### src/sv/tea_pkg.sv
// Shared types, constants and helpers for the TEA block cipher core.
package tea_pkg;

	localparam int unsigned WORD_W      = 32;
	localparam int unsigned CFG_IDX_W   = 4;
	localparam int unsigned ROUND_COUNT = 16;

	localparam logic [WORD_W-1:0] DELTA = 32'h9E37_79B9;

	localparam logic [CFG_IDX_W-1:0] REG_KEY_WORD_ZERO  = 4'd0;
	localparam logic [CFG_IDX_W-1:0] REG_KEY_WORD_ONE   = 4'd1;
	localparam logic [CFG_IDX_W-1:0] REG_KEY_WORD_TWO   = 4'd2;
	localparam logic [CFG_IDX_W-1:0] REG_KEY_WORD_THREE = 4'd3;

	localparam logic CMD_ENCRYPT = 1'b0;
	localparam logic CMD_DECRYPT = 1'b1;

	typedef struct packed {
		logic [WORD_W-1:0] k0;
		logic [WORD_W-1:0] k1;
		logic [WORD_W-1:0] k2;
		logic [WORD_W-1:0] k3;
	} key_t;

	typedef struct packed {
		logic              command;
		logic [WORD_W-1:0] left;
		logic [WORD_W-1:0] right;
	} beat_t;

	localparam key_t KEY_RESET = '{
		k0: 32'h0001_0203,
		k1: 32'h0405_0607,
		k2: 32'h0809_0A0B,
		k3: 32'h0C0D_0E0F
	};

	// k * delta mod 2^32, evaluated at elaboration
	function automatic logic [WORD_W-1:0] round_sum(input int unsigned k);
		logic [2*WORD_W-1:0] prod;
		prod = (2*WORD_W)'(k) * (2*WORD_W)'(DELTA);
		return prod[WORD_W-1:0];
	endfunction

endpackage

### src/sv/tea_if.sv


interface tea_cfg_if;
	logic                          valid;
	logic                          ready;
	logic [tea_pkg::CFG_IDX_W-1:0] index;
	logic [tea_pkg::WORD_W-1:0]    data;

	modport source (output valid, index, data, input ready);
	modport sink   (input valid, index, data, output ready);
endinterface

### src/sv/tea_keys.sv
// Key register file, written through the configuration channel.
module tea_keys (
	input  logic          clk,
	input  logic          arst_n,
	tea_cfg_if.sink       cfg,
	output tea_pkg::key_t key
);

	tea_pkg::key_t key_q;

	assign cfg.ready = 1'b1;
	assign key       = key_q;

	always_ff @(posedge clk or negedge arst_n) begin
		if (!arst_n) begin
			key_q <= tea_pkg::KEY_RESET;
		end else if (cfg.valid && cfg.ready) begin
			unique case (cfg.index)
				tea_pkg::REG_KEY_WORD_ZERO:  key_q.k0 <= cfg.data;
				tea_pkg::REG_KEY_WORD_ONE:   key_q.k1 <= cfg.data;
				tea_pkg::REG_KEY_WORD_TWO:   key_q.k2 <= cfg.data;
				tea_pkg::REG_KEY_WORD_THREE: key_q.k3 <= cfg.data;
				default: ;
			endcase
		end
	end

endmodule

### src/flat_wrapper.sv
// flat-port wrapper written by rule: the top's interface ports become plain ports
module tea_keys_flat 
  (clk, arst_n, key, cfg_valid, cfg_index, cfg_data, cfg_ready);
  tea_cfg_if cfg_i ();
  input  logic clk;
  input  logic arst_n;
  output tea_pkg::key_t key;
  input wire logic [$bits(cfg_i.valid)-1:0] cfg_valid;
  input wire logic [$bits(cfg_i.index)-1:0] cfg_index;
  input wire logic [$bits(cfg_i.data)-1:0] cfg_data;
  output wire logic [$bits(cfg_i.ready)-1:0] cfg_ready;
  assign cfg_i.valid = cfg_valid;
  assign cfg_i.index = cfg_index;
  assign cfg_i.data = cfg_data;
  assign cfg_ready = cfg_i.ready;
  tea_keys u_core (.clk(clk), .arst_n(arst_n), .cfg(cfg_i), .key(key));
endmodule
### config.mk
export PLATFORM = sky130hd
export DESIGN_NAME = tea_keys_flat
export DESIGN_NICKNAME = d
export VERILOG_FILES = /design/src/sv/tea_pkg.sv /design/src/sv/tea_if.sv /design/src/sv/tea_keys.sv /design/src/flat_wrapper.sv
export SDC_FILE = /design/constraint.sdc
export NUM_CORES = 1
export LEC_CHECK = 0
export ABC_AREA = 1
export BUFFER_PORTS_ARGS = -buffer_cell sky130_fd_sc_hd__buf_2
export CAP_MARGIN = 0
export CORE_MARGIN = 3
export CORE_UTILIZATION = 28
export CTS_BUF_LIST = sky130_fd_sc_hd__clkbuf_16
export CTS_CLUSTER_SIZE = 28
export DETAILED_ROUTE_END_ITERATION = 6
export SYNTH_ARGS = -nofsm -noshare
export SYNTH_HDL_FRONTEND = slang
export SYNTH_SLANG_ARGS = --single-unit
### constraint.sdc
create_clock -name clk -period 1.44 [get_ports clk]
set_input_delay 0.144 -clock clk [delete_from_list [all_inputs] [get_ports clk]]
set_output_delay 0.144 -clock clk [all_outputs]
set_load 0.05 [all_outputs]
---- Word level (Yosys, flattened, before mapping) ----
Cells that the tools add are included.
word-level totals
  flip-flop bits (word level) ............. 128
  bits of input ports ..................... 39
  output and inout bits ................... 129
  logic and storage cells ................. 12
operators by class
  eq/ne operators ......................... 3
  reductions and logical operators ........ 5
operators by type and width
  kind                                                                   count
  4-bit by 2-bit equality test with 1-bit output, second input constant  2
  2-bit AND reduction                                                    4
  4-bit by 1-bit equality test with 1-bit output, second input constant  1
  4-bit logical NOT                                                      1

---- Depth between registers and ports, before layout ----
Gate-level depths: netlist of run 1.
  depth in word-level cells ............... 2
  mapped depth ............................ 6

---- Worst setup path before layout of run 1 ----
Ideal clock, no wire load.
  path kind ............................... register -> register
  start ................................... register u_core.key[0] (netlist name)
  end ..................................... register u_core.key_q (netlist bit u_core.key[0])
  library setup time ...................... 61 ps
  arrival ................................. 801 ps
  data required time ...................... 1379 ps
  path slack .............................. 578 ps
  stages on the path, launching flop included .. 3
  path buffers ............................ 0
  path through ............................ dfstp_2 nand2_1 nand2_1
RTL lines
  element               RTL line        RTL
  to (signal assigned)  tea_keys.sv:16  key_q <= tea_pkg::KEY_RESET;
  to (decl)             tea_keys.sv:9   tea_pkg::key_t key_q;

---- Worst setup path in the final report of run 1 ----
  start ................................... register u_core.key_q (netlist bit u_core.key[10])
  end ..................................... output key[10] in the netlist's numbering
RTL lines
  element    RTL line           RTL
  to (decl)  flat_wrapper.sv:7  output tea_pkg::key_t key;
No word-level cell between the ends.

==> results of run 1 <==
[layer usage]
metal	vias to the layer above	wire [microns]	track usage, %	part of all wire (%)
met2	176	7987	24.77	46
met1	2359	7805	23.88	45
met5	-	0	0	0
met3	22	1232	5.423	7.1
met4	0	276	5.891	1.6
li1	2320	-	-	-
[timing repair]
action | CTS | global route
hold buffers | 14 | 0
gates resized for setup | 0 | 0
endpoints found under the hold margin | 135 | 0
[worst paths after layout]
check / end / slack (ns) / startpoint
worst max-delay path: key[10] / 0.07 / u_core.key[10]
worst min-delay path: u_core.key[57] / 0.02 / cfg_data[25]
worst max register to register: u_core.key[10] / 0.72 / u_core.key[10]
worst min register to register: u_core.key[96] / 0.46 / u_core.key[96]
max in group asynchronous: u_core.key[27] / 0.65 / arst_n
min in group asynchronous: u_core.key[102] / 0.21 / arst_n
[cell type report]
cell class | count | area (sq um)
clock inverters | 15 | 113.9
fillers | 1937 | 11600
clock buffers | 17 | 425.4
well taps | 234 | 292.8
multi-input cells | 392 | 1832
repair buffers | 208 | 1250
flip-flops and latches | 128 | 3243
inverters | 3 | 11.26
[cells in the mapped netlist, drive strengths merged]
| library cell | number |
|---|---|
| dfstp | 32 |
| nand2 | 257 |
| dfrtp | 96 |
| buf | 55 |
| conb | 1 |
| nand4 | 128 |
| inv | 3 |
| nor2 | 2 |
| nand3 | 4 |
[where the power goes]
| group | switching (uW) | internal [uW] | total (uW) |
|---|---|---|---|
| combinational | 3690 | 911 | 4600 |
| clock | 1540 | 2470 | 4010 |
| sequential | 433 | 4470 | 4900 |
[kinds of logic (layout without fill, tap and decap cells)]
family        after synthesis  in the layout  synth area share (%)
simple gates              391            391                 33.52
buf+inv                    58            243                 6.118
other cells                 1              1               0.06972
flops                     128            128                 60.29
[layout by cell type, fill, tap and decap left out, drive strengths merged]
cell type,count
nand2,257
buf,194
nand4,128
dfrtp,96
dfstp,32
clkbuf,17
dlygate4sd3,14
inv,8
clkinv,8
nand3,4
nor2,2
bufinv,2
conb,1
[stage by stage]
stage / utilization, % / setup slack (ns) / hold WS [ns] / instances
detailed placement: 34.57 / 0.1465 / 0.07989 / 951
CTS: 38.19 / 0.04618 / 0.003455 / 997
global placement: 34.57 / 0.1470 / 0.08461 / 951
floorplan: - / 0.5781 / -0.1516 / 578
global route: 38.19 / 0.01880 / 0.01077 / 997
finish: 38.19 / 0.06686 / 0.02249 / 997
==> impl_metrics.env, run 1 <==
export IMPL_area_growth_pct=33.26
export IMPL_finalHoldViolations=0
export IMPL_post_cts_repair_setup_buffers=0
export IMPL_largest_register_ffs=128
export IMPL_cp_num_buf_inv=1
export IMPL_num_rows=50
export IMPL_synth_cell_type_count=11
export IMPL_peakVddDrop_v=0.0007937
export IMPL_finalClockSkew_ns=0
export IMPL_cts_sinks=128
export IMPL_path_depth=1
export IMPL_synth_top_area_share_pct=44.66
export IMPL_start_util_pct=28.66
export IMPL_min_period_ns=1.373
export IMPL_pin_count=168
export IMPL_setup_tns_ns=0
export IMPL_cts_made_buffers=17
export IMPL_worst_ep_required_time_ns=1.30
export IMPL_wirelength_mm=17.30
export IMPL_grt_max_degree=67
export IMPL_max_stage_delay_ns=0.55
export IMPL_final_net_count=789
export IMPL_post_route_cell_area_sq_mm=0.007168
export IMPL_hold_depth=3
export IMPL_drt_iter0_drc=308
export IMPL_drive_above_1_share_pct=33.68
export IMPL_grt_pass1_wl_mm=27.53
export IMPL_critical_path_class="reg2out"
export IMPL_yosys_top_cells_area="dfrtp_1 45%, nand2_1 18%, dfstp_2 16%, nand4_1 15%, buf_2 3.5%"
export IMPL_crit_fanout=2
export IMPL_htreeDepth=4
export IMPL_clk_pin_slew_ns=0.06
export IMPL_synth_nets=617
export IMPL_cp_end_kind="output port"
export IMPL_first_pass_iters=4
export IMPL_synthesis_area_sq_mm=0.005379
export IMPL_ys_warn_count=0
export IMPL_yosysTopAreaCell="dfrtp_1"
export IMPL_max_freq_mhz=728.3
export IMPL_die_w_microns=144.6
export IMPL_start_kind="flop"
export IMPL_dp_hpwl_mm=11.24
export IMPL_cp_top_family="flip-flops"
export IMPL_syn_area_per_cell_sq_um=9.306
export IMPL_numPortBuffers=166
export IMPL_finalSetupViolations=0
export IMPL_viasPerCell=4.892
export IMPL_worstSkewPairLatency_ns=0.40
export IMPL_slew_violations=0
export IMPL_root_buffer="clkbuf_16"
export IMPL_coreArea_sq_mm=0.01877
export IMPL_cts_buffer_depth=2
export IMPL_power_total_uw=13520
export IMPL_final_antenna_net_count=0
export IMPL_timing_final_crit_share_pct=95.36
export IMPL_synth_seq_cells=128
export IMPL_grt_pass1_vias=4858
export IMPL_diodes=0
export IMPL_r2r_cells=2
export IMPL_gp_congestion=0.7454
export IMPL_path_cells="buf_2"
export IMPL_dpl_cell_area_sq_mm=0.006489
export IMPL_power_per_cell_area_mw_per_mm2=1886
export IMPL_grt_ovfl_total=0
export IMPL_ys_seq_area_share_pct=60.29
export IMPL_tritoncts="done"
export IMPL_grt_usage_pct=17.01
export IMPL_vias=4877
export IMPL_chipHeight_microns=144.6
export IMPL_drc=0
export IMPL_critPathSlowestCell="dfstp_2"
export IMPL_holdCritPathClass="in2reg"
export IMPL_drv_cap=0
export IMPL_status="finished clean"
export IMPL_cp_arrival_ns=1.23
export IMPL_syn_inst=578
export IMPL_dieArea_sq_mm=0.02091
export IMPL_p_leak_uw=0.003884
export IMPL_rsz0062_at_grt="no"
export IMPL_antenna_found_initial=0
export IMPL_routedWlPerCell_microns=17.35
Note: power is estimated with default switching activity, not from simulation.
==> run 2: changes to the inputs <==
--- a/config.mk
+++ b/config.mk
@@ -10,7 +10,6 @@
 export CAP_MARGIN = 0
 export CORE_MARGIN = 3
 export CORE_UTILIZATION = 28
-export CTS_BUF_LIST = sky130_fd_sc_hd__clkbuf_16
 export CTS_CLUSTER_SIZE = 28
 export DETAILED_ROUTE_END_ITERATION = 6
 export SYNTH_ARGS = -nofsm -noshare
==> run 2 against run 1 <==
Register-to-register slack about the same. Largest cell class unchanged. Power grew 1.8%. Wire length down 0.21%. Hold slack got worse by 0.0044 ns. Non-clock buffer count decreased by 1. Critical endpoint unchanged. Critical path type unchanged.
==> impl_metrics.env, run 2 (same netlist as run 1, synthesis figures left out) <==
export IMPL_grt_pass1_wl_mm=27.50
export IMPL_gp_congestion=0.7454
export IMPL_mostFrequentLayoutCells="257 x nand2_1, 165 x buf_2, 128 x nand4_1"
export IMPL_dp_hpwl_mm=11.24
export IMPL_vias=4876
export IMPL_slew_violations=0
export IMPL_cp_arrival_ns=1.22
export IMPL_layout_commonest_cell="nand2_1"
export IMPL_finalSetupViolations=0
export IMPL_viasPerCell=4.896
export IMPL_power_per_cell_area_mw_per_mm2=1911
export IMPL_crit_fanout=2
export IMPL_die_w_microns=144.6
export IMPL_rsz0062_at_grt="no"
export IMPL_worstSkewPairLatency_ns=0.40
export IMPL_final_antenna_net_count=0
export IMPL_cp_num_buf_inv=1
export IMPL_coreArea_sq_mm=0.01877
export IMPL_path_cells="buf_2"
export IMPL_place_inst=951
export IMPL_worst_ep_required_time_ns=1.30
export IMPL_post_cts_resized=0
export IMPL_htreeDepth=4
export IMPL_finalHoldViolations=0
export IMPL_setup_slack_ns=0.07112
export IMPL_holdBufCountCts=13
export IMPL_start_util_pct=28.66
export IMPL_critPathSlowestCell="dfstp_2"
export IMPL_clk_pin_slew_ns=0.06
export IMPL_grt_ovfl_total=0
export IMPL_timing_final_crit_share_pct=95.06
export IMPL_antenna_found_initial=0
export IMPL_tritoncts="done"
export IMPL_num_rows=50
export IMPL_cp_end_kind="output port"
export IMPL_pin_count=168
export IMPL_root_buffer="clkbuf_16"
export IMPL_post_place_ws_ns=0.1465
export IMPL_power_total_uw=13760
export IMPL_cts_buffer_depth=2
export IMPL_p_leak_uw=0.003881
export IMPL_wirelength_mm=17.26
export IMPL_routedWlPerCell_microns=17.33
export IMPL_max_freq_mhz=730.5
export IMPL_holdCritPathClass="in2reg"
export IMPL_cts_sinks=128
export IMPL_grt_usage_pct=16.98
export IMPL_setup_tns_ns=0
export IMPL_area_growth_pct=33.82
export IMPL_post_cts_repair_setup_buffers=0
export IMPL_chipHeight_microns=144.6
export IMPL_finalClockSkew_ns=0
export IMPL_drv_cap=0
export IMPL_status="finished clean"
export IMPL_drive_above_1_share_pct=34.25
export IMPL_final_net_count=788
export IMPL_grt_max_degree=67
export IMPL_drc=0
export IMPL_max_stage_delay_ns=0.55
export IMPL_dieArea_sq_mm=0.02091
export IMPL_grt_pass1_vias=4859
export IMPL_final_cells=996
export IMPL_start_kind="flop"
export IMPL_fill_cells=1929
export IMPL_diodes=0
export IMPL_cts_made_buffers=17
export IMPL_cp_top_family="flip-flops"
export IMPL_min_period_ns=1.369
export IMPL_peakVddDrop_v=0.0007879
export IMPL_drt_iter0_drc=301
export IMPL_critical_path_class="reg2out"
export IMPL_first_pass_iters=4
export IMPL_largest_register_ffs=128
export IMPL_numPortBuffers=166
-- run 2: changes by cell type in the layout (fill, tap and decap cells not counted), sizes merged --
cell         previous run  this run
inv                     8         3
dlygate4sd3            14        13
clkbuf                 17        26
clkinv                  8         4
-- run 2: stage by stage --
step	area, sq um	hold WS (ns)	utilization (%)
after global routing	7198	0.01098	38.35
final	7198	0.01811	38.35
after global placement	6489	0.08461	34.57
after detailed placement	6489	0.07989	34.57
after CTS	7198	0.001300	38.35
after floorplan	5379	-0.1516	-
-- run 2: where the power goes --
| part | switching [uW] | internal [uW] |
|---|---|---|
| clock network | 1530 | 2720 |
| logic | 3690 | 910 |
| registers | 433 | 4470 |
-- run 2: final timing paths --
check / start / to / slack, ns / cells past startpoint
min in group asynchronous: arst_n / u_core.key[102] / 0.21 / 2
worst min-delay path: cfg_data[25] / u_core.key[57] / 0.02 / 3
worst max-delay path: u_core.key[10] / key[10] / 0.07 / 1
worst max register to register: u_core.key[10] / u_core.key[10] / 0.72 / 2
max in group asynchronous: arst_n / u_core.key[27] / 0.66 / 3
worst min register to register: u_core.key[96] / u_core.key[96] / 0.46 / 2
-- run 2: area by class of cell --
| type | instances | area (sq um) | share of cell area (%) |
|---|---|---|---|
| clock inverter | 6 | 80.08 | 1.112 |
| inverter | 3 | 11.26 | 0.1564 |
| tap | 234 | 292.8 | 4.067 |
| sequential | 128 | 3243 | 45.05 |
| clock buffer | 26 | 499.2 | 6.936 |
| multi-input combinational | 392 | 1832 | 25.45 |
| timing repair buffer | 207 | 1240 | 17.23 |
-- run 2: worst reg2reg max path: cells and delay by family, from the launching register on --
| kind | cells | cell delay [ns] |
|---|---|---|
| flops | 1 | 0.55 |
| simple gates | 2 | 0.12 |
-- run 2: layer usage --
metal  global-route usage (%)  routed length [microns]  vias up
met5                        0                        0        -
met4                    5.547                      288        0
met3                    5.489                     1265       21
met2                    24.77                     7920      178
met1                    23.90                     7790     2361
li1                         -                        -     2316
==> run 3: changes to the inputs <==
--- a/config.mk
+++ b/config.mk
@@ -5,7 +5,6 @@
 export SDC_FILE = /design/constraint.sdc
 export NUM_CORES = 1
 export LEC_CHECK = 0
-export ABC_AREA = 1
 export BUFFER_PORTS_ARGS = -buffer_cell sky130_fd_sc_hd__buf_2
 export CAP_MARGIN = 0
 export CORE_MARGIN = 3
==> run 3 against run 2 <==
Clock skew is the same. Area after synthesis is 9.3% lower. Critical path depth did not move. Hold slack improved by 0.0017 ns. Setup slack better by 0.023 ns. Flip-flop and latch count stayed put. Sequential power rose by 2%. Clock-buffer cell count is 3 lower. Wire length is 32% lower. Largest power group is now combinational cells.
==> impl_metrics.env, run 3 <==
export IMPL_status="finished clean"
export IMPL_yosysTopAreaCell="dfrtp_1"
export IMPL_post_route_cell_area_sq_mm=0.006833
export IMPL_drive_above_1_share_pct=73.83
export IMPL_clk_pin_slew_ns=0.05
export IMPL_grt_max_degree=71
export IMPL_coreArea_sq_mm=0.01682
export IMPL_ys_top_cells_by_count="122 x mux2_2, 96 x dfrtp_1, 32 x dfstp_2, 10 x buf_4, 6 x mux2_1"
export IMPL_routedWlPerCell_microns=16.46
export IMPL_cts_made_buffers=17
export IMPL_cp_arrival_ns=1.20
export IMPL_yosysMostFrequentCell="mux2_2"
export IMPL_final_net_count=519
export IMPL_cp_top_family="flip-flops"
export IMPL_drt_iter0_drc=36
export IMPL_drv_cap=0
export IMPL_largest_register_ffs=128
export IMPL_synth_seq_cells=128
export IMPL_dieArea_sq_mm=0.01904
export IMPL_r2r_slack_ns=0.66
export IMPL_grt_pass1_wl_mm=17.94
export IMPL_finalSetupViolations=0
export IMPL_synth_nets=316
export IMPL_critical_path_class="reg2out"
export IMPL_crit_path_end="key[96]"
export IMPL_layout_commonest_cell="buf_2"
export IMPL_min_period_ns=1.346
export IMPL_holdCritPathClass="in2reg"
export IMPL_finalClockSkew_ns=0
export IMPL_async_reset_ff_share_pct=100.0
export IMPL_p_leak_uw=0.003263
export IMPL_p_switching_uw=5742
export IMPL_r2r_start="u_core.key[30]"
export IMPL_dpl_cell_area_sq_mm=0.006028
export IMPL_ys_warn_count=0
export IMPL_worst_ep_required_time_ns=1.30
export IMPL_final_antenna_net_count=0
export IMPL_vias=3121
export IMPL_rsz0062_at_grt="no"
export IMPL_whs_ns=0.01984
export IMPL_synthesis_area_sq_mm=0.004878
export IMPL_synth_ff_type="dfrtp_1"
export IMPL_grt_pass1_vias=3243
export IMPL_timing_final_crit_share_pct=93.48
export IMPL_crit_fanout=2
export IMPL_worstSkewPairLatency_ns=0.41
export IMPL_r2r_cells=1
export IMPL_pwr_share_seq_pct=35.0
export IMPL_viasPerCell=4.377
export IMPL_cp_end_kind="output port"
export IMPL_critPathSlowestCell="dfstp_2"
export IMPL_grt_usage_pct=12.59
export IMPL_finalHoldViolations=0
export IMPL_post_place_ws_ns=0.004200
export IMPL_setup_slack_ns=0.09388
export IMPL_path_cells="buf_2"
export IMPL_syn_area_per_cell_sq_um=17.61
export IMPL_syn_inst=277
export IMPL_start_util_pct=29.01
export IMPL_pin_count=168
export IMPL_grt_ovfl_total=0
export IMPL_first_pass_iters=4
export IMPL_post_cts_resized=0
export IMPL_hold_depth=2
export IMPL_die_w_microns=138.0
export IMPL_numPortBuffers=166
export IMPL_cp_num_buf_inv=1
export IMPL_place_inst=660
export IMPL_synth_top_area_share_pct=49.24
export IMPL_yosys_top_cells_area="dfrtp_1 49%, mux2_2 28%, dfstp_2 17%, buf_4 1.5%, mux2_1 1.4%"
export IMPL_ys_seq_area_share_pct=66.48
export IMPL_area_growth_pct=40.06
export IMPL_max_freq_mhz=742.9
export IMPL_setup_tns_ns=0
export IMPL_p_clk_share_pct=29.7
export IMPL_wirelength_mm=11.73
export IMPL_max_stage_delay_ns=0.53
export IMPL_root_buffer="clkbuf_16"
export IMPL_combPwrFrac_pct=35.3
export IMPL_reg2reg_to="u_core.key[30]"
export IMPL_swShare_pct=40.09
export IMPL_p_int_uw=8583
export IMPL_synth_edf_count=0
export IMPL_chipHeight_microns=138.0
export IMPL_path_depth=1
export IMPL_synth_cell_type_count=14
export IMPL_slew_violations=0
export IMPL_dp_hpwl_mm=8.297
export IMPL_antenna_found_initial=0
export IMPL_final_cells=713
export IMPL_num_rows=47
export IMPL_start_kind="flop"
export IMPL_cts_buffer_depth=2
export IMPL_drc=0
export IMPL_gp_congestion=0.7553
export IMPL_tritoncts="done"
export IMPL_diodes=0
export IMPL_cts_sinks=128
export IMPL_crit_path_start="u_core.key[96]"
export IMPL_mostFrequentLayoutCells="165 x buf_2, 122 x mux2_2, 96 x dfrtp_1"
export IMPL_htreeDepth=4
export IMPL_power_per_cell_area_mw_per_mm2=2096
export IMPL_peakVddDrop_v=0.0009882
[run 3: cell count changes after synthesis, moves of 3 or more]
cell and change:
nand4_1 -128, buf_6 +3, mux2_1 +6, nand3_1 -4, nand2_1 -256, inv_1 -3, buf_2 -38, buf_4 -7
mux2_2 +122
[run 3: what timing repair did]
action	in CTS	in global routing
hold endpoints to repair	157	0
buffers inserted	0	0
hold buffers	21	0
[run 3: worst min path at each step]
stage            startpoint         endpoint  slack [ns]
4_1_cts        cfg_data[25]  u_core.key[121]      0.0002
3_5_place_dp         arst_n    u_core.key[4]        0.18
3_3_place_gp         arst_n  u_core.key[101]        0.18
5_1_grt        cfg_data[22]   u_core.key[22]       0.006
6_report       cfg_data[25]  u_core.key[121]        0.02
2_1_floorplan        arst_n  u_core.key[100]       -0.15
[run 3: final cells by class]
class	count	area, sq um
flip-flops and latches	128	3243
clock inverters	9	106.4
repair buffers	197	1194
multi-input cells	136	1526
well taps	220	275.3
clock buffers	23	488.0
fillers	1623	9986
[run 3: power groups by stage]
stage | Sequential [uW] | Combinational [uW] | Clock (uW)
4_1_cts | 5030 | 5110 | 4410
3_3_place_gp | 5050 | 5010 | 0
5_1_grt | 5120 | 5270 | 4570
6_report | 5020 | 5050 | 4250
3_5_place_dp | 5080 | 5060 | 0
2_1_floorplan | 8060 | 771 | 0
[run 3: metrics by stage]
step,util [%],total power (uW)
global placement,35.84,10050
floorplan,-,8836
global route,40.63,14960
finish,40.63,14320
detailed placement,35.84,10140
CTS,40.63,14550
[run 3: cells by family (layout without fill, tap and decap cells)]
kind of cell | Yosys count | in the layout | synth area share, %
muxes | 128 | 128 | 29.55
DFF | 128 | 128 | 66.48
buffers and inverters | 13 | 229 | 2.231
and+or+nand+nor | 7 | 7 | 1.667
other | 1 | 1 | 0.07687
[run 3: per-layer routing]
layer	global-route usage, %	wire [microns]	share of wire [%]
met1	15.39	4992	43
met2	20.07	5728	49
met3	5.116	865	7.4
met4	4.665	148	1.3
met5	0	0	0
