--- src/sv/tea_pkg.sv ---
// Shared types, constants and helpers for the TEA block cipher core.
package tea_pkg;

	localparam int unsigned WORD_W      = 32;
	localparam int unsigned CFG_IDX_W   = 4;
	localparam int unsigned ROUND_COUNT = 16;

	localparam logic [WORD_W-1:0] DELTA = 32'h9E37_79B9;

	localparam logic [CFG_IDX_W-1:0] REG_KEY_WORD_ZERO  = 4'd0;
	localparam logic [CFG_IDX_W-1:0] REG_KEY_WORD_ONE   = 4'd1;
	localparam logic [CFG_IDX_W-1:0] REG_KEY_WORD_TWO   = 4'd2;
	localparam logic [CFG_IDX_W-1:0] REG_KEY_WORD_THREE = 4'd3;

	localparam logic CMD_ENCRYPT = 1'b0;
	localparam logic CMD_DECRYPT = 1'b1;

	typedef struct packed {
		logic [WORD_W-1:0] k0;
		logic [WORD_W-1:0] k1;
		logic [WORD_W-1:0] k2;
		logic [WORD_W-1:0] k3;
	} key_t;

	typedef struct packed {
		logic              command;
		logic [WORD_W-1:0] left;
		logic [WORD_W-1:0] right;
	} beat_t;

	localparam key_t KEY_RESET = '{
		k0: 32'h0001_0203,
		k1: 32'h0405_0607,
		k2: 32'h0809_0A0B,
		k3: 32'h0C0D_0E0F
	};

	// k * delta mod 2^32, evaluated at elaboration
	function automatic logic [WORD_W-1:0] round_sum(input int unsigned k);
		logic [2*WORD_W-1:0] prod;
		prod = (2*WORD_W)'(k) * (2*WORD_W)'(DELTA);
		return prod[WORD_W-1:0];
	endfunction

endpackage

--- src/sv/tea_step.sv ---
// One half-round pipeline stage: one Feistel half update plus its register.
module tea_step #(
	parameter int unsigned STEP        = 0,
	parameter int unsigned ROUND_COUNT = tea_pkg::ROUND_COUNT
) (
	input  logic           clk,
	input  logic           arst_n,
	input  tea_pkg::key_t  key,
	input  logic           up_valid,
	output logic           up_ready,
	input  tea_pkg::beat_t up_beat,
	output logic           dn_valid,
	input  logic           dn_ready,
	output tea_pkg::beat_t dn_beat
);

	localparam logic        PHASE = 1'(STEP % 2);
	localparam int unsigned RND   = STEP / 2;
	localparam logic [tea_pkg::WORD_W-1:0] SUM_ENC = tea_pkg::round_sum(RND + 1);
	localparam logic [tea_pkg::WORD_W-1:0] SUM_DEC = tea_pkg::round_sum(ROUND_COUNT - RND);

	logic                       vld_s1;
	tea_pkg::beat_t             beat_s1;
	logic                       src_right;
	logic [tea_pkg::WORD_W-1:0] src;
	logic [tea_pkg::WORD_W-1:0] dst;
	logic [tea_pkg::WORD_W-1:0] ka;
	logic [tea_pkg::WORD_W-1:0] kb;
	logic [tea_pkg::WORD_W-1:0] sum;
	logic [tea_pkg::WORD_W-1:0] mix;
	logic [tea_pkg::WORD_W-1:0] upd;
	tea_pkg::beat_t             nxt;

	// encrypt: left from right, then right from left; decrypt runs the mirror order
	always_comb begin
		src_right = (up_beat.command == PHASE);
		src       = src_right ? up_beat.right : up_beat.left;
		dst       = src_right ? up_beat.left  : up_beat.right;
		ka        = src_right ? key.k0 : key.k2;
		kb        = src_right ? key.k1 : key.k3;
		sum       = (up_beat.command == tea_pkg::CMD_DECRYPT) ? SUM_DEC : SUM_ENC;
		mix       = ((src << 4) + ka) ^ (src + sum) ^ ((src >> 5) + kb);
		upd       = (up_beat.command == tea_pkg::CMD_DECRYPT) ? (dst - mix) : (dst + mix);
		nxt       = up_beat;
		if (src_right) begin
			nxt.left = upd;
		end else begin
			nxt.right = upd;
		end
	end

	assign up_ready = !vld_s1 || dn_ready;
	assign dn_valid = vld_s1;
	assign dn_beat  = beat_s1;

	always_ff @(posedge clk or negedge arst_n) begin
		if (!arst_n) begin
			vld_s1 <= 1'b0;
		end else if (up_ready) begin
			vld_s1 <= up_valid;
		end
	end

	always_ff @(posedge clk) begin
		if (up_ready && up_valid) begin
			beat_s1 <= nxt;
		end
	end

endmodule

--- config.mk ---
export PLATFORM = sky130hd
export DESIGN_NAME = tea_step
export DESIGN_NICKNAME = d
export VERILOG_FILES = /design/src/sv/tea_pkg.sv /design/src/sv/tea_step.sv
export SDC_FILE = /design/constraint.sdc
export NUM_CORES = 1
export LEC_CHECK = 0
export BUFFER_PORTS_ARGS = -buffer_cell sky130_fd_sc_hd__buf_2
export CAP_MARGIN = 10
export CORE_MARGIN = 8
export CORE_UTILIZATION = 40
export CTS_CLUSTER_SIZE = 28
export DETAILED_ROUTE_END_ITERATION = 10
export PLACE_DENSITY = 0.71
export SETUP_SLACK_MARGIN = 0.5
export SLEW_MARGIN = 20
export SYNTH_ARGS = -nofsm -noshare
export SYNTH_HDL_FRONTEND = slang
export SYNTH_SLANG_ARGS = --single-unit
--- constraint.sdc ---
create_clock -name clk -period 3.1 [get_ports clk]
set_clock_uncertainty 0.15 [all_clocks]
set_input_delay 0.465 -clock clk [delete_from_list [all_inputs] [get_ports clk]]
set_output_delay 0.465 -clock clk [all_outputs]
set_load 0.01 [all_outputs]
== Word-level counts from Yosys, hierarchy flattened ==
Cells that the tools add are included.

* Bits in read-only memories: 0
* Input bits: 197
* Output and inout bits: 67
* RAM bits: 0
* Bits in registers: 66
* Memories kept: 0
* Latch bits: 0

* Multipliers: 0
* Bitwise logic cells: 2
* Shifts and indexed selects: 0
* Div/mod/pow operators: 0
* Equality and inequality tests: 0
* $lt $le $gt $ge: 0
* Multiplexer cells: 8
* Reduce and logical (&&, ||, !) cells: 3
* Add/subtract/negate cells: 5

{| class="wikitable"
|+ Operator list
! operator !! number
|-
| $mux 32 || 7
|-
| $add 32x32->32 || 3
|-
| $xor 32x32->32 || 2
|-
| $add 27x32->32 || 1
|-
| $sub 32x32->32 || 1
|-
| $mux 31 || 1
|-
| $logic_and 1x1->1 || 1
|-
| $logic_not 1->1 || 1
|-
| $logic_or 1x1->1 || 1
|}

== Depth between registers and ports, before layout ==
Gate-level depths: netlist of run 1.

* Depth in word-level cells: 7
* Mapped depth: 40
* Gate-level depth less buffers: 27

== Worst setup path before layout of run 1 ==
Ideal clock, no wire load.

* Path type: in2reg
* Start: input up_beat[64] (netlist name)
* End: register beat_s1, in the netlist dn_beat[63], data pin
* Setup time: 0.285 ns
* Path buffers: 14
* Stages on the path: 40
* Slack: -5.956 ns
* Arrival: 8.622 ns
* Cells stage by stage: buf_6 > buf_8 > buf_12 > buf_8 > buf_6 > buf_6 > clkbuf_1 > buf_2 > buf_2 > clkbuf_1 > clkbuf_1 > clkbuf_1 > mux2_2 > ha_1 > fa_1 > a21o_1 > a2111oi_1 > xnor2_1 > (+4 left out) > and3_1 > clkbuf_1 > a21oi_1 > xnor2_1 > ha_1 > clkbuf_1 > nand3_1 > nor2_1 > o211ai_1 > a2111o_1 > nand3_1 > nor4_1 > nor2_1 > o221ai_1 > o21ai_0 > xnor3_1 > nand3_1 > a31oi_1

{| class="wikitable"
|+ RTL lines
! element !! line !! RTL
|-
| from (decl) || tea_step.sv:11 || <nowiki>input tea_pkg::beat_t up_beat,</nowiki>
|-
| to (signal assigned) || tea_step.sv:66 || <nowiki>beat_s1 <= nxt;</nowiki>
|-
| to (decl) || tea_step.sv:23 || <nowiki>tea_pkg::beat_t beat_s1;</nowiki>
|}

==> summary.txt, run 1 <==
Cells and area
  – Share of layout cells above drive strength 1: 0.5157
  – FF/Latch Area: 1977 µm²
  – Nets: 2397
  – Fillers: around 2300
  – Post-Layout Inst Area: ~18000 µm²
  – Multi-input logic area: about 10000 µm²
  – Area growth, synth to finish: 64.24%

Global route
  – First-pass GRT wire length: slightly below 70000 µm
  – Largest net degree at the start of global routing: 70
  – Vias in the first global route: 13161
  – Initial antenna violation count: 2
  – All-Layer GR Usage: 0.2537
  – Gr ovfl total: 0

Setup path
  – Reg-to-Reg End: dn_beat[35]
  – Endpoint class of the critical path: flop
  – Worst Path Max Fanout: 8
  – Data required time at the worst endpoint: between 3 and 4 ns
  – Critical Path AT: roughly 6.3 ns
  – Slowest cell on crit path: a2111oi_4
  – Most common cell on crit path: xnor2_2
  – Crit path kind: in2reg
  – Worst r2r path cells: 3
  – RR Startpoint: dn_valid
  – R2R Setup Slk: 1.28 ns
  – CP Launch Type: input pin
  – Critical Path Max Stage Delay: 0.39 ns

STA
  – Final period util: 2.044
  – Pins Over Slew Limit: 0
  – Final setup margin: -3.236 ns
  – Final hold vios: 0
  – Setup violators final: 62
  – FMAX: 157.8 MHz
  – Period minus WS final: between 6 and 7 ns
  – Worst Max-Slew Pin Slew: 0.8064 ns
  – Hold_ws: 0.2123 ns
  – RSZ-0062 raised after global routing: yes
  – Slew Limit Headroom: 0.4624

Outcome
  – Run status: finished, violations left
  – Violated checks: setup timing

Drt
  – Post-route ant nets: 0
  – Pre-antenna DRT Iters: 5
  – Iter 0 DRT Violations: 1179
  – WL/cell: 18.37 µm
  – Total number of vias: 13334
  – Vias per cell: 5.359
  – WL final: ~46000 µm
  – # DRC: 0

Power and ir drop
  – Max IR drop VDD: 484.1 µV
  – Lkg Pwr: 8.668 nW
  – Cell Pwr Density: 812.6 nW/µm²

Hold path
  – Hold crit path type: in2reg
  – Hold endpoint: dn_valid
  – Hold depth: 2
  – Hold path start: up_valid

Synthesis
  – Post-synth EDFFs: 65
  – Mapped Area: 11150 µm²
  – Ys async rst share: 0.01515
  – Gate count of the mapped netlist: ~1300
  – Avg Cell Area, Syn: 8.266 µm²
  – Syn nets: ~1600
  – Sequential area share after synthesis: 0.1773
  – Synth cell types: 85
  – Top FF cell, synth: edfxtp_1
  – Synth warn: 0
  – Seq cells post-synth: 66

Die
  – Boundary pin count: 264
  – Initial core utilization: 0.4036
  – Die span in y: 183.0 µm
  – Die width: 183.0 µm
  – Core Footprint: roughly 28000 µm²
  – Die Area: 33480 µm²
  – Row Count: 61

Clock network
  – TritonCTS clock tree: yes
  – Worst-Skew Late Latency: 0.33 ns
  – Number of buffers created by CTS: 9
  – CTS clk-pin slew, worst paths: roughly 0.050 ns
  – CTS root buffer: clkbuf_16
  – Number of clock sinks: 66
  – H-tree depth: 3
  – CTS Buffer Depth: 2

Placed design
  – DP Wirelength: 36790 µm
  – Buffers on Ports: 263
  – Setup WS pre-CTS: -3.723 ns
  – Post-placement cell area: 16590 µm²
  – RD Place Congestion: 0.9476

Job
  – Max_cap viols: 0
[stage by stage]
stage / setup TNS (ns) / power [mW] / util / instances
after CTS: -131.08 / 13.34 / 0.6361 / 2473
after global placement: -159.49 / 10.97 / 0.6005 / 2432
final: -137.59 / 14.88 / 0.6628 / 2488
after detailed placement: -164.79 / 11.20 / 0.6005 / 2432
after floorplan: -210.14 / 7.172 / - / 1349
after global routing: -148.03 / 15.74 / 0.6628 / 2488
[cells by family after synthesis]
| group | count (synthesis) | synth area share |
|---|---|---|
| mux | 103 | 0.1020 |
| buf+inv | 113 | 0.04443 |
| flops | 66 | 0.1773 |
| fa+ha+maj | 97 | 0.1109 |
| simple gates | 363 | 0.1592 |
| xor+xnor | 195 | 0.1686 |
| compound gates | 412 | 0.2375 |
[area by class of cell]
cell class | instances | area share
sequential | 66 | 0.1079
inverter | 57 | 0.01168
timing repair buffer | 799 | 0.3005
antenna | 2 | 0.0002733
clock inverter | 6 | 0.003143
tap | 378 | 0.02583
multi-input combinational | 1170 | 0.5381
clock buffer | 10 | 0.01250
[state kept, by name (all words and copies together), names as in the netlist]
signal / flops
dn_valid: 1
dn_beat: 65
[timing repair]
| action | in CTS | in global routing |
|---|---|---|
| endpoints found under the setup margin | 62 | 62 |
| hold buffers | 1 | 0 |
| gates cloned | 0 | 1 |
| pin swaps | 78 | 85 |
| endpoints found under the hold margin | 1 | 0 |
| gates resized for setup | 126 | 120 |
| buffers inserted | 24 | 12 |
[worst max-delay path by stage]
stage / startpoint / end / slack (ns)
6_report: up_beat[64] / dn_beat[29] / -3.24
5_1_grt: up_beat[64] / dn_beat[25] / -3.50
4_1_cts: up_beat[64] / dn_beat[62] / -3.21
3_5_place_dp: up_beat[64] / dn_beat[62] / -3.72
3_3_place_gp: up_beat[64] / dn_beat[62] / -3.57
2_1_floorplan: up_beat[64] / dn_beat[62] / -4.66
[cell usage in the layout, fill, tap and decap left out, types with 14 or more instances in the layout]
cell	instances
buf_4	513
a21oi_1	73
buf_6	15
mux2_2	78
nor3_1	18
o21ai_1	45
inv_1	53
nor2b_1	14
buf_2	262
a21oi_2	16
xnor2_2	23
ha_1	80
xor2_1	37
edfxtp_1	65
nor2_1	69
nand3_1	26
o21ai_0	59
xnor2_1	111
a31oi_1	16
nand4_1	18
mux2i_1	18
nand2_1	111
a21o_1	42
o31ai_1	14
[critical path: cells and delay by family]
kind / cells / cell delay [ns]
adder cells (fa/ha/maj): 3 / 0.78
XOR/XNOR: 3 / 0.47
multiplexers: 2 / 0.42
buffers and inverters: 3 / 0.40
AO/OA/AOI/OAI: 12 / 2.36
AND/OR/NAND/NOR: 6 / 1.36
[per-layer routing]
layer | global-route usage | share of wire
met5 | 0 | 0
met3 | 0.02928 | 0.066
met1 | 0.3522 | 0.45
met2 | 0.4054 | 0.45
met4 | 0.08003 | 0.027
[power by group]
part           leakage [nW]  internal (mW)  switching, mW  total (mW)
Clock                 0.134          0.615          0.360       0.975
Combinational          7.90           6.25           6.13        12.4
Sequential            0.633           1.46         0.0603        1.52
Total                  8.67           8.33           6.56        14.9
[cell usage after synthesis (6+ instances only)]
cell	number	area, µm²
o211ai_1	9	67.56
o31ai_1	17	127.6
or3_1	8	50.05
mux2i_1	18	180.2
a41oi_1	6	52.55
and2_1	10	62.56
and3_1	15	93.84
xor2_1	47	411.6
nor3_1	19	95.09
clkbuf_1	42	157.7
or2_2	9	56.30
nand4_1	18	112.6
nor2b_1	16	100.1
o21bai_1	17	127.6
edfxtp_1	65	1952
ha_1	94	1176
a21oi_1	97	485.5
mux2_2	85	957.2
nor2_1	77	289.0
o21a_1	12	90.09
o21ai_0	115	575.6
a211oi_1	7	52.55
inv_1	56	210.2
nand3_1	30	150.1
xnor2_1	135	1182
a31oi_1	21	131.4
nand2b_1	11	68.82
xnor3_1	12	270.3
o221ai_1	6	52.55
a21o_1	42	315.3
nand2_1	123	461.7
No activity file was read; power rests on OpenSTA's default activity.
==> run 2: changes to the inputs <==
- REMOVE_ABC_BUFFERS: unset -> 1
==> summary.txt, run 2 (synthesis gave the netlist of run 1 again) <==
Outcome
  – Run status: finished, violations left
  – Violated checks: setup timing

Power and ir drop
  – Switching part of the total power: 0.4393
  – Combinational cell fraction of total power: 0.845
  – Cell Int Power: 9.155 mW
  – Lkg Pwr: 8.967 nW
  – Clock power frac: 0.061
  – Cell Pwr Density: 857.5 nW/µm²
  – Reg power frac: 0.093
  – Max IR drop VDD: between 500 and 600 µV
  – Switching power: 7.173 mW

Setup path
  – Critical Path AT: around 6.4 ns
  – Worst r2r path cells: 3
  – Slowest cell on crit path: a2111oi_4
  – Crit path kind: in2reg
  – CP Launch Type: input pin
  – Most common cell on crit path: a21o_1
  – R2R Setup Slk: 1.26 ns
  – Endpoint class of the critical path: flop
  – Worst Path Max Fanout: 6
  – Data required time at the worst endpoint: 3.02 ns
  – Critical Path Max Stage Delay: 0.48 ns

Drt
  – Post-route ant nets: 0
  – Total number of vias: 13979
  – WL/cell: 19.79 µm
  – Vias per cell: 5.552
  – WL final: between 40000 and 50000 µm
  – Pre-antenna DRT Iters: 5
  – Iter 0 DRT Violations: 1210
  – # DRC: 0

Die
  – Row Count: 61
  – Boundary pin count: 264
  – Die span in y: 183.0 µm
  – Die width: 183.0 µm
  – Die Area: 33480 µm²
  – Core Footprint: 27630 µm²
  – Initial core utilization: 0.4036

Cells and area
  – Fillers: 2084
  – Core Util, Final: 0.6892
  – Commonest cells after routing, fill and taps aside: 495 x buf_4, 262 x buf_2, 112 x xnor2_1
  – Fin cells: ~2500
  – Nets: 2423
  – Post-Layout Inst Area: about 19000 µm²
  – Share of layout cells above drive strength 1: 0.5417
  – Largest register FFs: 65
  – Area growth, synth to finish: 70.77%
  – Commonest non-fill, non-tap cell in the layout: buf_4
  – Multi-input logic area: 10130 µm²
  – FF/Latch Area: between 1500 and 2000 µm²

Hold path
  – Hold depth: 2
  – Hold crit path type: in2reg

STA
  – Final setup margin: -3.391 ns
  – Worst Max-Slew Pin Slew: 0.8269 ns
  – Final hold vios: 0
  – Pins Over Slew Limit: 0
  – Final period util: 2.094
  – Setup violators final: 62
  – Period minus WS final: 6.491 ns
  – RSZ-0062 raised after global routing: yes
  – Slew Limit Headroom: 0.4487
  – FMAX: 154.1 MHz

Global route
  – First-pass GRT wire length: 69550 µm
  – Gr ovfl total: 0
  – All-Layer GR Usage: 0.2588
  – Largest net degree at the start of global routing: 80
  – Vias in the first global route: 13161
  – Initial antenna violation count: 5

Clock network
  – CTS root buffer: clkbuf_16
  – Number of clock sinks: 66
  – TritonCTS clock tree: yes
  – CTS clk-pin slew, worst paths: 0.05 ns
  – H-tree depth: 3
  – Number of buffers created by CTS: 9
  – CTS Buffer Depth: 2
  – Worst-Skew Late Latency: 0.34 ns

Job
  – Max_cap viols: 0

Placed design
  – RD Place Congestion: 0.9578
  – Post-placement cell count: 2425
  – Post-placement cell area: 16350 µm²
  – DP Wirelength: between 30000 and 40000 µm
  – Setup WS pre-CTS: -4.212 ns
  – Buffers on Ports: 263
==> run 2: changes by cell type in the layout (fill, tap and decap cells not counted), moves of 8 or more <==
cell     previous run  this run
a21oi_1            73        65
a21oi_2            16        25
buf_4             513       495
buf_6              15        53
o21ai_1            45        34
o21ai_2            13        23
==> run 2: power by group through the flow <==
stage	clock network (mW)	logic (mW)	registers [mW]
6_report	1.00	13.8	1.52
5_1_grt	1.05	14.5	1.56
4_1_cts	1.01	11.1	1.52
3_5_place_dp	0	9.45	1.54
3_3_place_gp	0	9.30	1.53
2_1_floorplan	0	5.12	1.70
==> run 2: repair_timing <==
action,CTS,global route
pin swaps,67,111
setup buffers,33,33
hold buffers,1,0
endpoints found under the setup margin,64,62
gates cloned,2,2
hold endpoints to repair,1,0
gates resized for setup,199,214
==> run 2: area by class of cell <==
| type | instances | share of cell area |
|---|---|---|
| Multi-Input combinational cell | 1170 | 0.5319 |
| Antenna cell | 6 | 0.0007885 |
| Sequential cell | 66 | 0.1038 |
| Timing Repair Buffer | 825 | 0.3118 |
| Tap cell | 378 | 0.02484 |
| Clock buffer | 9 | 0.01183 |
| Clock inverter | 7 | 0.003680 |
| Inverter | 57 | 0.01137 |
==> run 2: worst max-delay path: cells and delay by family <==
family,cells,cell delay [ns]
AO/OA/AOI/OAI,12,2.62
buffers and inverters,6,0.89
AND/OR/NAND/NOR,4,0.88
adder cells (fa/ha/maj),2,0.57
multiplexers,2,0.51
XOR/XNOR,3,0.47
==> run 2: worst paths after layout <==
check,startpoint,end
setup / recovery,up_beat[64],dn_beat[28]
hold / removal,up_valid,dn_valid
setup reg to reg,dn_valid,dn_beat[28]
hold reg to reg,dn_valid,dn_valid
max in group asynchronous,arst_n,dn_valid
min in group asynchronous,arst_n,dn_valid
==> run 2: through the flow <==
step	hold WS (ns)	TNS (ns)	total power [mW]
floorplan	0.01941	-122.32	6.821
global placement	0.08994	-178.83	10.83
detailed placement	0.09054	-185.01	10.99
CTS	0.1815	-134.96	13.59
global route	0.1979	-153.09	17.12
finish	0.1971	-146.82	16.33
==> run 2: per-layer routing <==
layer  up-vias  global-route usage  wire [µm]
met1      6586              0.3613      21380
met4         0             0.07970       1780
met5         -                   0          0
li1       6576                   -          -
met2       682              0.4090      22600
met3       135             0.03403       4080
==> run 3: changes to the inputs <==
- CORE_UTILIZATION: 40 -> 55
- PLACE_DENSITY: 0.71 -> 0.9
==> summary.txt, run 3 <==
Synthesis
  – Seq cells post-synth: 66
  – Synth cell types: 85
  – Cell with the most instances after synthesis: xnor2_1
  – Top area cells in the synthesized netlist: edfxtp_1 18%, xnor2_1 11%, ha_1 11%
  – Avg Cell Area, Syn: a little over 8 µm²
  – Sequential area share after synthesis: 0.1773
  – Synth top area share: 0.1750
  – Post-synth EDFFs: 65
  – Mapped Area: ~11000 µm²
  – Top post-synthesis cells by count: 135 x xnor2_1, 123 x nand2_1, 115 x o21ai_0
  – Ys async rst share: 0.01515
  – Synth warn: 0
  – Area leader, netlist: edfxtp_1
  – Top FF cell, synth: edfxtp_1
  – Gate count of the mapped netlist: ~1300

Global route
  – First-pass GRT wire length: 127500 µm
  – Largest net degree at the start of global routing: 66
  – Gr ovfl total: 9
  – All-Layer GR Usage: 0.7062
  – Vias in the first global route: 19626

Placed design
  – DP Wirelength: about 42000 µm
  – Setup WS pre-CTS: -4.113 ns
  – RD Place Congestion: 1.057
  – Buffers on Ports: 263
  – Post-placement cell count: between 2000 and 2500
  – Post-placement cell area: ~16000 µm²

Die
  – Die width: ~160 µm
  – Row Count: 52
  – Boundary pin count: 264
  – Die span in y: 158.4 µm
  – Initial core utilization: 0.5564

Outcome
  – Run status: did not finish
  – Stop err: [ERROR GRT-0116] Global routing finished with congestion. Check the congestion regions in the DRC Viewer.
  – Fail Step: global routing

Clock network
  – CTS Buffer Depth: 2
  – Number of buffers created by CTS: 9
  – CTS root buffer: clkbuf_16
  – Number of clock sinks: 66
  – H-tree depth: 3
run 3: cell counts after synthesis:
No cell type changed its count.
run 3: cell families after synthesis:
kind of cell | after synthesis | synth area share
compound gates | 412 | 0.2375
xor+xnor | 195 | 0.1686
fa+ha+maj | 97 | 0.1109
buf+inv | 113 | 0.04443
flops | 66 | 0.1773
mux | 103 | 0.1020
simple gates | 363 | 0.1592
run 3: what timing repair did:
item                       in CTS
hold endpoints to repair        1
setup endpoints to repair      62
gates cloned                    1
hold buffers                    1
gates resized for setup       155
pin swaps                      76
buffers inserted               25
run 3: per-stage QoR:
| step | util | setup TNS [ns] |
|---|---|---|
| after CTS | 0.8559 | -147.09 |
| after global placement | 0.7995 | -168.41 |
| after detailed placement | 0.7995 | -184.96 |
| after floorplan | - | -122.32 |
run 3: metal layers:
metal  track usage  GRT overflow
met1        0.6889             0
met2        0.8286             7
met3        0.6536             0
met4        0.6102             2
met5        0.5172             0
==> run 4: changes to the inputs <==
- CORE_UTILIZATION: 55 -> 40
- CTS_CLUSTER_SIZE: 28 -> unset
- PLACE_DENSITY: 0.9 -> unset
- PLACE_DENSITY_LB_ADDON: unset -> 0.15
- SETUP_SLACK_MARGIN: 0.5 -> unset
==> summary.txt, run 4 (synthesis gave the netlist of run 1 again) <==
Die
  – Initial core utilization: 0.4036
  – Die span in y: 183.0 µm
  – Boundary pin count: 264
  – Die Area: 33480 µm²
  – Core Footprint: between 20000 and 30000 µm²
  – Row Count: 61
  – Die width: roughly 180 µm

Clock network
  – Worst-Skew Late Latency: 0.34 ns
  – CTS root buffer: clkbuf_16
  – H-tree depth: 3
  – Number of clock sinks: 66
  – TritonCTS clock tree: yes
  – CTS clk-pin slew, worst paths: 0.06 ns
  – Number of buffers created by CTS: 9
  – CTS Buffer Depth: 2

Placed design
  – RD Place Congestion: 0.9175
  – Buffers on Ports: 263
  – DP Wirelength: 37550 µm
  – Setup WS pre-CTS: -4.322 ns
  – Post-placement cell area: 16560 µm²

Drt
  – WL final: 44960 µm
  – Iter 0 DRT Violations: approximately 990
  – # DRC: 0
  – Total number of vias: 13128
  – WL/cell: 18.04 µm
  – Post-route ant nets: 0
  – Pre-antenna DRT Iters: 5
  – Vias per cell: between 5 and 6

Global route
  – Vias in the first global route: 12728
  – First-pass GRT wire length: 67190 µm
  – Gr ovfl total: 0
  – All-Layer GR Usage: 0.2525
  – Largest net degree at the start of global routing: 47
  – Initial antenna violation count: 1

Cells and area
  – Post-Layout Inst Area: 17840 µm²
  – Commonest non-fill, non-tap cell in the layout: buf_4
  – Nets: 2402
  – Commonest cells after routing, fill and taps aside: 525 x buf_4, 262 x buf_2, 118 x xnor2_1, 118 x nand2_1
  – Area growth, synth to finish: 59.98%
  – Largest register FFs: 65
  – Share of layout cells above drive strength 1: 0.4889

Job
  – Max_cap viols: 0

STA
  – RSZ-0062 raised after global routing: yes
  – Final setup margin: -3.232 ns
  – Slew Limit Headroom: 0.5985
  – Final hold vios: 0
  – Setup violators final: 62
  – Pins Over Slew Limit: 0
  – FMAX: 157.9 MHz
  – Period minus WS final: between 6 and 7 ns
  – Worst Max-Slew Pin Slew: 0.5960 ns
  – Final period util: 2.043

Power and ir drop
  – Reg power frac: 0.110
  – Cell Int Power: 7.741 mW
  – Switching power: 5.960 mW
  – Power consumption: between 10 and 15 mW
  – Lkg Pwr: 8.591 nW
  – Switching part of the total power: 0.4350
  – Clock power frac: 0.076
  – Combinational cell fraction of total power: 0.813
  – Max IR drop VDD: 376.7 µV
  – Cell Pwr Density: 768.1 nW/µm²

Setup path
  – Critical Path AT: 6.28 ns
  – Worst Path Max Fanout: 12
  – Data required time at the worst endpoint: 3.05 ns
  – Slowest cell on crit path: a311oi_2
  – Endpoint class of the critical path: flop
  – Crit path kind: in2reg
  – Most common cell on crit path: buf_4
  – CP Launch Type: input pin
  – Critical Path Max Stage Delay: 0.38 ns
  – R2R Setup Slk: 1.31 ns

Hold path
  – Hold crit path type: in2reg

Outcome
  – Violated checks: setup timing
  – Run status: finished, violations left
## run 4: final timing paths
path / endpoint / startpoint / cells past startpoint
max: dn_beat[62] / up_beat[64] / 29
min: dn_valid / up_valid / 2
max reg2reg: dn_beat[28] / dn_valid / 3
min reg2reg: dn_valid / dn_valid / 2
max in group asynchronous: dn_valid / arst_n / 2
min in group asynchronous: dn_valid / arst_n / 2
## run 4: power by group through the flow
stage	Combinational, mW	Sequential, mW	Clock [mW]
after floorplan	5.12	1.70	0
after global placement	9.36	1.52	0
after detailed placement	9.51	1.54	0
after CTS	10.2	1.52	1.07
after global routing	12.0	1.54	1.11
final	11.1	1.51	1.05
## run 4: routing by layer
| layer | vias up | wire (µm) | track usage | part of all wire |
|---|---|---|---|---|
| li1 | 6519 | - | - | - |
| met1 | 6139 | 22550 | 0.3787 | 0.50 |
| met2 | 428 | 19180 | 0.3814 | 0.43 |
| met3 | 42 | 2576 | 0.02889 | 0.057 |
| met4 | 0 | 661 | 0.05205 | 0.015 |
| met5 | - | 0 | 0 | 0 |
## run 4: area by class of cell
class | instances | area [µm²]
diodes | 1 | 2.502
repair buffers | 804 | 5542
multi-input cells | 1170 | 9334
inverters | 57 | 214.0
flip-flops and latches | 66 | 1977
clock buffers | 10 | 229.0
well taps | 378 | 473.0
fillers | 2484 | 9791
clock inverters | 6 | 67.56
## run 4: through the flow
step / std cells / TNS [ns] / util / hold slack (ns)
after floorplan: 1293 / -122.32 / - / 0.01941
after global placement: 2449 / -179.44 / 0.5994 / 0.08911
after detailed placement: 2449 / -182.73 / 0.5994 / 0.09320
after CTS: 2478 / -140.15 / 0.6253 / 0.1576
after global routing: 2492 / -149.57 / 0.6456 / 0.1784
final: 2492 / -138.00 / 0.6456 / 0.1697
## run 4: repair_timing
| action | CTS | global route |
|---|---|---|
| buffers inserted | 11 | 12 |
| cloned | 1 | 1 |
| hold buffers | 1 | 0 |
| gates resized for setup | 79 | 93 |
| hold endpoints to repair | 1 | 0 |
| endpoints found under the setup margin | 62 | 62 |
| pin swaps | 36 | 58 |
## run 4: worst max-delay path, delay by kind of cell
kind | cells | cell delay, ns
xor gates and xnor gates | 3 | 0.59
and+or+nand+nor | 7 | 1.03
AOI/OAI and AO/OA | 10 | 2.35
muxes | 1 | 0.35
adders and majority gates | 2 | 0.65
buffers and inverters | 6 | 0.87
